--- src/rtl/fastbus_adc_bank_decoder_defines.svh ---
// ----------------------------------------------------------------------------
// Assertion macros for the crate bank decoder
// Shared concurrent assertion forms, all clocked on the rising edge and
// disabled while reset is high.
// ----------------------------------------------------------------------------
`ifndef FASTBUS_ADC_BANK_DECODER_DEFINES_SVH
`define FASTBUS_ADC_BANK_DECODER_DEFINES_SVH

// Condition must never hold.
`define FBADC_ASSERT_NEVER(label, clk, rst, cond, msg) \
  label: assert property (@(posedge clk) disable iff (rst) !(cond)) else $error(msg);

// Antecedent implies consequent in the same cycle.
`define FBADC_ASSERT_IMPL(label, clk, rst, ante, cons, msg) \
  label: assert property (@(posedge clk) disable iff (rst) (ante) |-> (cons)) else $error(msg);

// Antecedent implies consequent in the next cycle.
`define FBADC_ASSERT_NEXT(label, clk, rst, ante, cons, msg) \
  label: assert property (@(posedge clk) disable iff (rst) (ante) |=> (cons)) else $error(msg);

`endif

--- src/rtl/fbadc_pkg.sv ---
// ----------------------------------------------------------------------------
// fbadc_pkg
// Types, register indexes and constants shared by the crate bank decoder.
// ----------------------------------------------------------------------------
`timescale 1ns / 1ps
`default_nettype none

package fbadc_pkg;

  // Crate header compare mask
  localparam logic [31:0] HDR_MASK = 32'hff0f_ff00;

  // Default depth of the queue between front and back
  localparam int unsigned DEFAULT_QUEUE_DEPTH = 4;

  // Configuration register indexes
  localparam logic [1:0] CFG_HEADER_PATTERN = 2'd0;
  localparam logic [1:0] CFG_ALIGNMENT_WORD = 2'd1;
  localparam logic [1:0] CFG_END_WORD       = 2'd2;

  // Result kinds
  typedef enum logic [1:0] {
    KIND_HIT           = 2'd0,
    KIND_BAD_HEADER    = 2'd1,
    KIND_SLOT_MISMATCH = 2'd2
  } kind_t;

  // One readout word
  typedef struct packed {
    logic [31:0] data_word;
    logic        first_word;
  } in_item_t;

  // One decoded result
  typedef struct packed {
    logic [1:0]  result_kind;
    logic [3:0]  crate_number;
    logic [4:0]  board_slot;
    logic [4:0]  word_slot;
    logic [5:0]  adc_channel;
    logic [13:0] adc_sample;
    logic [31:0] raw_word;
  } out_item_t;

  // Classified word waiting for formatting
  typedef struct packed {
    kind_t       kind;
    logic [3:0]  crate;
    logic [4:0]  slot;
    logic [31:0] word;
  } entry_t;

  // Queue write request from the front
  typedef struct packed {
    logic   valid;
    entry_t entry;
  } push_t;

endpackage

`default_nettype wire

--- src/rtl/fbadc_front.sv ---
// ----------------------------------------------------------------------------
// fbadc_front
// Accepts readout words, tracks bank/board position and classifies each
// data word; pushes every word that makes a result into the queue.
// ----------------------------------------------------------------------------
`timescale 1ns / 1ps
`default_nettype none
`include "fastbus_adc_bank_decoder_defines.svh"

module fbadc_front (
  input  wire logic               clk,
  input  wire logic               rst,
  // configuration writes
  input  wire logic               cfg_valid,
  input  wire logic [1:0]         cfg_index,
  input  wire logic [31:0]        cfg_data,
  // word input
  input  wire logic               item_valid,
  input  wire fbadc_pkg::in_item_t item,
  output      logic               item_ready,
  // queue side
  input  wire logic               q_full,
  output fbadc_pkg::push_t        push
);

  typedef enum logic [3:0] {
    PH_IDLE          = 4'b0001,
    PH_BOARD         = 4'b0010,
    PH_BOARD_NOALIGN = 4'b0100,
    PH_DATA          = 4'b1000
  } phase_t;

  logic [31:0] header_pattern;
  logic [31:0] alignment_word;
  logic [31:0] end_word;

  phase_t      phase, phase_next;
  logic [7:0]  boards_left, boards_left_next;
  logic [3:0]  crate_reg, crate_reg_next;
  logic [4:0]  slot_reg, slot_reg_next;
  logic [6:0]  words_left, words_left_next;

  logic        accept;
  logic [31:0] w;
  logic [6:0]  hdr_cnt;
  logic [7:0]  boards_dec;
  logic [6:0]  words_dec;
  phase_t      fin_phase;
  logic        hdr_match;

  // configuration registers
  always_ff @(posedge clk) begin
    if (rst) begin
      header_pattern <= '0;
      alignment_word <= '0;
      end_word       <= '0;
    end else if (cfg_valid) begin
      case (cfg_index)
        fbadc_pkg::CFG_HEADER_PATTERN: header_pattern <= cfg_data;
        fbadc_pkg::CFG_ALIGNMENT_WORD: alignment_word <= cfg_data;
        fbadc_pkg::CFG_END_WORD:       end_word       <= cfg_data;
        default: ;
      endcase
    end
  end

  assign item_ready = !q_full;
  assign accept     = item_valid && item_ready;
  assign w          = item.data_word;
  assign hdr_cnt    = w[6:0];
  assign boards_dec = boards_left - 8'd1;
  assign words_dec  = words_left - 7'd1;
  assign fin_phase  = (boards_dec == 8'd0) ? PH_IDLE : PH_BOARD;
  assign hdr_match  = ((w & fbadc_pkg::HDR_MASK) == header_pattern);

  // bank walker and classifier
  always_comb begin
    phase_next       = phase;
    boards_left_next = boards_left;
    crate_reg_next   = crate_reg;
    slot_reg_next    = slot_reg;
    words_left_next  = words_left;
    push.valid       = 1'b0;
    push.entry.kind  = fbadc_pkg::KIND_HIT;
    push.entry.crate = crate_reg;
    push.entry.slot  = slot_reg;
    push.entry.word  = w;
    if (accept) begin
      if (item.first_word) begin
        if (!hdr_match) begin
          phase_next       = PH_IDLE;
          boards_left_next = 8'd0;
          push.valid       = 1'b1;
          push.entry.kind  = fbadc_pkg::KIND_BAD_HEADER;
        end else begin
          crate_reg_next   = w[23:20];
          boards_left_next = w[7:0];
          words_left_next  = 7'd0;
          phase_next       = (w[7:0] == 8'd0) ? PH_IDLE : PH_BOARD;
        end
      end else begin
        case (phase)
          PH_BOARD, PH_BOARD_NOALIGN: begin
            if (phase == PH_BOARD && w == alignment_word) begin
              phase_next = PH_BOARD_NOALIGN;
            end else if (phase == PH_BOARD && w == end_word) begin
              phase_next       = PH_IDLE;
              boards_left_next = 8'd0;
            end else begin
              // board header
              slot_reg_next = w[31:27];
              if (hdr_cnt <= 7'd1) begin
                words_left_next  = 7'd0;
                boards_left_next = boards_dec;
                phase_next       = fin_phase;
              end else begin
                words_left_next = hdr_cnt - 7'd1;
                phase_next      = PH_DATA;
              end
            end
          end
          PH_DATA: begin
            push.valid      = 1'b1;
            push.entry.kind = (w[31:27] == slot_reg) ? fbadc_pkg::KIND_HIT
                                                     : fbadc_pkg::KIND_SLOT_MISMATCH;
            words_left_next = words_dec;
            if (words_dec == 7'd0) begin
              boards_left_next = boards_dec;
              phase_next       = fin_phase;
            end
          end
          default: ;
        endcase
      end
    end
  end

  // state registers
  always_ff @(posedge clk) begin
    if (rst) begin
      phase       <= PH_IDLE;
      boards_left <= '0;
      crate_reg   <= '0;
      slot_reg    <= '0;
      words_left  <= '0;
    end else begin
      phase       <= phase_next;
      boards_left <= boards_left_next;
      crate_reg   <= crate_reg_next;
      slot_reg    <= slot_reg_next;
      words_left  <= words_left_next;
    end
  end

  `FBADC_ASSERT_IMPL(a_data_has_words, clk, rst, phase == PH_DATA, words_left != 7'd0,
                     "data phase with no words left")
  `FBADC_ASSERT_IMPL(a_board_has_boards, clk, rst,
                     phase == PH_BOARD || phase == PH_BOARD_NOALIGN, boards_left != 8'd0,
                     "board phase with no boards left")

endmodule

`default_nettype wire

--- src/rtl/fbadc_queue.sv ---
// ----------------------------------------------------------------------------
// fbadc_queue
// Short FIFO of classified words between the front and the back.
// ----------------------------------------------------------------------------
`timescale 1ns / 1ps
`default_nettype none
`include "fastbus_adc_bank_decoder_defines.svh"

module fbadc_queue #(
  parameter int unsigned DEPTH = fbadc_pkg::DEFAULT_QUEUE_DEPTH
) (
  input  wire logic             clk,
  input  wire logic             rst,
  input  wire fbadc_pkg::push_t push,
  output      logic             full,
  input  wire logic             pop,
  output      logic             q_valid,
  output fbadc_pkg::entry_t     q_entry
);

  localparam int unsigned PTR_W = (DEPTH > 1) ? $clog2(DEPTH) : 1;
  localparam int unsigned CNT_W = $clog2(DEPTH + 1);

  fbadc_pkg::entry_t mem [DEPTH];
  logic [PTR_W-1:0]  wr_ptr;
  logic [PTR_W-1:0]  rd_ptr;
  logic [CNT_W-1:0]  count;
  logic              do_push;
  logic              do_pop;

  assign full    = (count == CNT_W'(DEPTH));
  assign q_valid = (count != '0);
  assign q_entry = mem[rd_ptr];
  assign do_push = push.valid && !full;
  assign do_pop  = pop && q_valid;

  // storage
  always_ff @(posedge clk) begin
    if (do_push) begin
      mem[wr_ptr] <= push.entry;
    end
  end

  // pointers and fill count
  always_ff @(posedge clk) begin
    if (rst) begin
      wr_ptr <= '0;
      rd_ptr <= '0;
      count  <= '0;
    end else begin
      if (do_push) begin
        wr_ptr <= (wr_ptr == PTR_W'(DEPTH - 1)) ? '0 : wr_ptr + 1'b1;
      end
      if (do_pop) begin
        rd_ptr <= (rd_ptr == PTR_W'(DEPTH - 1)) ? '0 : rd_ptr + 1'b1;
      end
      if (do_push && !do_pop) begin
        count <= count + 1'b1;
      end else if (do_pop && !do_push) begin
        count <= count - 1'b1;
      end
    end
  end

  `FBADC_ASSERT_NEVER(a_no_overflow, clk, rst, push.valid && full, "push into full queue")
  `FBADC_ASSERT_NEVER(a_count_range, clk, rst, count > CNT_W'(DEPTH), "queue count out of range")

endmodule

`default_nettype wire

--- src/rtl/fbadc_back.sv ---
// ----------------------------------------------------------------------------
// fbadc_back
// Takes classified words from the queue, extracts the result fields and
// holds them in the output register until transfer.
// ----------------------------------------------------------------------------
`timescale 1ns / 1ps
`default_nettype none

module fbadc_back (
  input  wire logic              clk,
  input  wire logic              rst,
  input  wire logic              q_valid,
  input  wire fbadc_pkg::entry_t q_entry,
  output      logic              pop,
  output      logic              result_valid,
  input  wire logic              result_ready,
  output fbadc_pkg::out_item_t   result
);

  fbadc_pkg::out_item_t fmt;

  // load the output register when it is empty or being drained
  assign pop = q_valid && (!result_valid || result_ready);

  // field extraction per kind
  always_comb begin
    fmt = '0;
    case (q_entry.kind)
      fbadc_pkg::KIND_HIT: begin
        fmt.result_kind  = fbadc_pkg::KIND_HIT;
        fmt.crate_number = q_entry.crate;
        fmt.board_slot   = q_entry.slot;
        fmt.word_slot    = q_entry.word[31:27];
        fmt.adc_channel  = q_entry.word[22:17];
        fmt.adc_sample   = q_entry.word[13:0];
      end
      fbadc_pkg::KIND_SLOT_MISMATCH: begin
        fmt.result_kind  = fbadc_pkg::KIND_SLOT_MISMATCH;
        fmt.crate_number = q_entry.crate;
        fmt.board_slot   = q_entry.slot;
        fmt.word_slot    = q_entry.word[31:27];
        fmt.raw_word     = q_entry.word;
      end
      default: begin
        // bad crate header: only the word itself is reported
        fmt.result_kind = fbadc_pkg::KIND_BAD_HEADER;
        fmt.raw_word    = q_entry.word;
      end
    endcase
  end

  // output register
  always_ff @(posedge clk) begin
    if (rst) begin
      result_valid <= 1'b0;
    end else if (pop) begin
      result_valid <= 1'b1;
    end else if (result_ready) begin
      result_valid <= 1'b0;
    end
  end

  always_ff @(posedge clk) begin
    if (pop) begin
      result <= fmt;
    end
  end

endmodule

`default_nettype wire

--- src/rtl/fastbus_adc_bank_decoder.sv ---
// ----------------------------------------------------------------------------
// fastbus_adc_bank_decoder
// Crate bank decoder for Fastbus ADC readout words: one word in, at most one
// hit or error result out.
// ----------------------------------------------------------------------------
// The block takes one readout word per clock cycle and keeps that rate as long
// as results are taken; the bank walker in the front updates its position
// state in the same cycle a word transfers. A word that makes a result is
// written into the queue at its own transfer edge and loaded into the output
// register once that register is empty or being drained, so its result is
// offered on the result port from the output register. Between front and back sits a queue of
// QUEUE_DEPTH entries; item_ready drops only while that queue is full.
// Configuration writes are always taken (cfg_ready is tied high) and must be
// made while no bank words are in flight.
`timescale 1ns / 1ps
`default_nettype none

module fastbus_adc_bank_decoder #(
  parameter int unsigned QUEUE_DEPTH = fbadc_pkg::DEFAULT_QUEUE_DEPTH
) (
  input  wire logic                clk,
  input  wire logic                rst,
  // configuration
  input  wire logic                cfg_valid,
  output      logic                cfg_ready,
  input  wire logic [1:0]          cfg_index,
  input  wire logic [31:0]         cfg_data,
  // readout words
  input  wire logic                item_valid,
  output      logic                item_ready,
  input  wire fbadc_pkg::in_item_t item,
  // results
  output      logic                result_valid,
  input  wire logic                result_ready,
  output fbadc_pkg::out_item_t     result
);

  fbadc_pkg::push_t  push;
  fbadc_pkg::entry_t q_entry;
  logic              q_full;
  logic              q_valid;
  logic              q_pop;

  assign cfg_ready = 1'b1;

  fbadc_front u_front (
    .clk        (clk),
    .rst        (rst),
    .cfg_valid  (cfg_valid),
    .cfg_index  (cfg_index),
    .cfg_data   (cfg_data),
    .item_valid (item_valid),
    .item       (item),
    .item_ready (item_ready),
    .q_full     (q_full),
    .push       (push)
  );

  fbadc_queue #(
    .DEPTH (QUEUE_DEPTH)
  ) u_queue (
    .clk     (clk),
    .rst     (rst),
    .push    (push),
    .full    (q_full),
    .pop     (q_pop),
    .q_valid (q_valid),
    .q_entry (q_entry)
  );

  fbadc_back u_back (
    .clk          (clk),
    .rst          (rst),
    .q_valid      (q_valid),
    .q_entry      (q_entry),
    .pop          (q_pop),
    .result_valid (result_valid),
    .result_ready (result_ready),
    .result       (result)
  );

endmodule

`default_nettype wire

--- config.mk ---
export PLATFORM = sky130hd
export DESIGN_NAME = fastbus_adc_bank_decoder
export DESIGN_NICKNAME = d
export VERILOG_FILES = /design/src/rtl/fbadc_pkg.sv /design/src/rtl/fbadc_front.sv /design/src/rtl/fbadc_queue.sv /design/src/rtl/fbadc_back.sv /design/src/rtl/fastbus_adc_bank_decoder.sv
export VERILOG_INCLUDE_DIRS = /design/src /design/src/rtl
export SDC_FILE = /design/constraint.sdc
export NUM_CORES = 1
export LEC_CHECK = 0
export BUFFER_PORTS_ARGS = -buffer_cell sky130_fd_sc_hd__buf_2
export CAP_MARGIN = 20
export CORE_MARGIN = 3
export CORE_UTILIZATION = 56
export CTS_BUF_LIST = sky130_fd_sc_hd__clkbuf_2
export CTS_CLUSTER_SIZE = 40
export DETAILED_ROUTE_END_ITERATION = 7
export GPL_ROUTABILITY_DRIVEN = 0
export PLACE_DENSITY = 0.77
export SLEW_MARGIN = 20
export SYNTH_ARGS = -nofsm -noshare
export SYNTH_HDL_FRONTEND = slang
export SYNTH_SLANG_ARGS = --single-unit
--- constraint.sdc ---
create_clock -name clk -period 5.95 [get_ports clk]
set_clock_uncertainty 0.15 [all_clocks]
set_input_delay 0.8925 -clock clk [delete_from_list [all_inputs] [get_ports clk]]
set_output_delay 0.8925 -clock clk [all_outputs]
set_load 0.005 [all_outputs]
==> qor.yml <==
routing:
  drc_errors: 0
  via_per_inst: 5.72
  first_pass_iters: 5
  wire_per_inst_um: 20.0
  detailedRoute.firstIterationViolations: 960
  num_vias: 10577
  routed_wirelength_mm: 37.0
  ant_nets: 0
clocking:
  postCtsSetupBuffers: 0
  cts.repair.resized: 0
  clk_pin_slew_worst_paths_ps: 100
  cts_buffers: 88
  cts_tree: "yes"
  clockBufferDepth: 3
  clock_sinks: 374
  clock_latency_ps: 890
  cts_root_buffer: "clkbuf_2"
  cts_max_level: 3
  hold_buffers: 0
synthesis:
  synth_seq_area_share_pct: 63.7
  synth_seq_cells: 374
  yosysWarningCount: 0
  yosysMostFrequentCell: "edfxtp_1"
  synth_top_area_share_pct: 46.4
  async_flop_share_pct: 0
  syn_nets: 1316
  syn_avg_cell_area_um2: 12.6
  postSynthCellCount: 1230
  synth-edff-count: 240
  ys_top_cells_by_area: "edfxtp_1 46%, dfxtp_1 17%, mux4_2 6.2%, nand2_1 5.3%, a21oi_1 3.9%"
  synth_top_area_cell: "edfxtp_1"
  synthFlopType: "edfxtp_1"
  synth_common_cells: "240 x edfxtp_1, 218 x nand2_1, 134 x dfxtp_1"
  ys_types: 68
  synthesis.area_um2: 15500
global_routing:
  grt_max_degree: 71
  grt_pass1_vias: 10217
  grt_pass1_wl_mm: 56.8
  grt_overflow_total: 0
  antenna_found_initial: 1
  track_usage_pct: 24.5
power:
  power_leakage_nw: 6.31
  power.total_mw: 6.53
  internal_power_mw: 4.55
  ir_worst_vdd_uv: 229
  p_clk_share_pct: 24.1
  powerDensity_nw_per_um2: 376
  p_comb_share_pct: 24.1
  swShare_pct: 30.3
  p_sw_mw: 1.98
  p_seq_share_pct: 51.8
setup_path:
  start_kind: "flop"
  required_ps: 6620
  slowest_delay_ps: 750
  worstPathMaxFanout: 14
  arrival_ps: 4380
  critPathKind: "flop to flop"
  cp_slowest_cell: "nor4_1"
  path_cells: "nor4_1 > nand4_1 > or4_1 > nor3_2 > buf_4 > nor3_2 > ha_1 > inv_1 > fa_1 > xor2_1 > or3_1 > a21oi_1"
  crit_path_end_kind: "flop"
  path_common_cell: "nor3_2"
timing:
  max_freq_mhz: 269
  setup_violations: 0
  hold_viol: 0
  setup_tns_ps: 0
  rsz0062_at_grt: "false"
  tightest_slew_ps: 1130
  slew_viol_final: 0
  timing.final.crit_share_pct: 62.4
  period_minus_slack_ps: 3710
  maxSlewHeadroom_pct: 24.0
  finalWorstSetupSlack_ps: 2240
final_layout:
  drive_above_1_share_pct: 25.3
  fillers: 2102
  multi_input_area_um2: 5340
  fin_nets: 1493
  top_register: "u_queue.mem"
  largest_register_ffs: 172
  fin_cells: 1848
  seqCellArea_um2: 9890
  utilization_pct: 64.1
  largestRegisters: "u_queue.mem (172), u_back.result (68)"
  area_delta_synth_final_pct: 11.8
place:
  dp_slack_ps: 1940
  dp.cells: 1688
  dp_hpwl_mm: 24.9
  numPortBuffers: 141
floorplanning:
  die_area_um2: 29800
  die_y_um: 173
  core_um2: 27100
  ios: 143
  initial_core_util_pct: 57.3
  fp.dieW_um: 173
  num_rows: 60
hold_path:
  hold_class: "primary input to flop"
job:
  drv_cap: 0
outcome:
  outcome: "finished clean"
[worst paths after layout]
path / slack, ps / cells after the start / to / startpoint
max: 2240 / 12 / u_queue.count[2] / u_front.header_pattern[4]
min: 100 / 3 / u_front.end_word[28] / cfg_data[28]
max reg2reg: 2240 / 12 / u_queue.count[2] / u_front.header_pattern[4]
min reg2reg: 320 / 2 / u_front.header_pattern[21] / u_front.header_pattern[21]
[through the flow]
step	hold slack [ps]	instance area, µm²
global placement	293	16600
CTS	39.2	17300
global route	31.8	17400
finish	105	17400
floorplan	286	15500
detailed placement	303	16600
[placed cells by master, fill, tap and decap left out, types with 15 or more instances in the layout]
master | netlist | routed
xnor2_1 | 43 | 43
clkinv_1 | 0 | 17
clkbuf_2 | 0 | 132
dfxtp_1 | 134 | 132
inv_1 | 16 | 16
nand2_1 | 218 | 218
buf_2 | 1 | 140
and2_1 | 26 | 22
edfxtp_1 | 240 | 240
xor2_1 | 60 | 60
nor2b_1 | 49 | 49
a21oi_1 | 122 | 121
nor2_1 | 29 | 27
mux4_2 | 43 | 43
nor3_1 | 15 | 15
o21ai_0 | 17 | 17
nor4_1 | 28 | 28
[critical path: cells and delay by family, from the launching register on]
family                     cells  cell delay, ps
and+or+nand+nor                6            2210
adders and majority gates      2             450
DFF                            1             330
buffers and inverters          2             320
AOI/OAI and AO/OA              1             140
xor gates and xnor gates       1              80
[layer usage]
| layer | global-route usage [%] | up-vias | wire [µm] |
|---|---|---|---|
| met1 | 33.8 | 5051 | 14800 |
| met3 | 6.04 | 89 | 4000 |
| met4 | 10.0 | 0 | 1150 |
| li1 | - | 4830 | - |
| met2 | 37.8 | 607 | 17000 |
| met5 | 0 | - | 0 |
[kinds of logic (layout without fill, tap and decap cells)]
kind of cell    Yosys count  count (layout)  synth area share [%]
flops                   374             374                  63.7
fa+ha+maj                14              14                  1.18
mux                      52              52                  6.81
buf+inv                  83             328                  2.23
compound gates          178             178                  6.61
simple gates            424             424                  13.6
xor+xnor                104             104                  5.91
other cells               1               2                0.0241
[power by group through the flow]
| stage | Sequential, mW | Clock (mW) | Combinational, mW |
|---|---|---|---|
| 2_1_floorplan | 3.46 | 0 | 0.951 |
| 3_3_place_gp | 3.44 | 0 | 1.53 |
| 3_5_place_dp | 3.45 | 0 | 1.57 |
| 4_1_cts | 3.39 | 1.62 | 1.58 |
| 5_1_grt | 3.43 | 1.75 | 1.71 |
| 6_report | 3.38 | 1.57 | 1.57 |
[final cells by class]
type                    count  share of cell area [%]
clock inverters            26                   0.735
repair buffers            154                    4.71
flip-flops and latches    374                    57.0
diodes                      1                  0.0144
multi-input cells         773                    30.7
inverters                  16                   0.346
well taps                 372                    2.68
clock buffers             132                    3.80
Note: power is estimated with default switching activity, not from simulation.
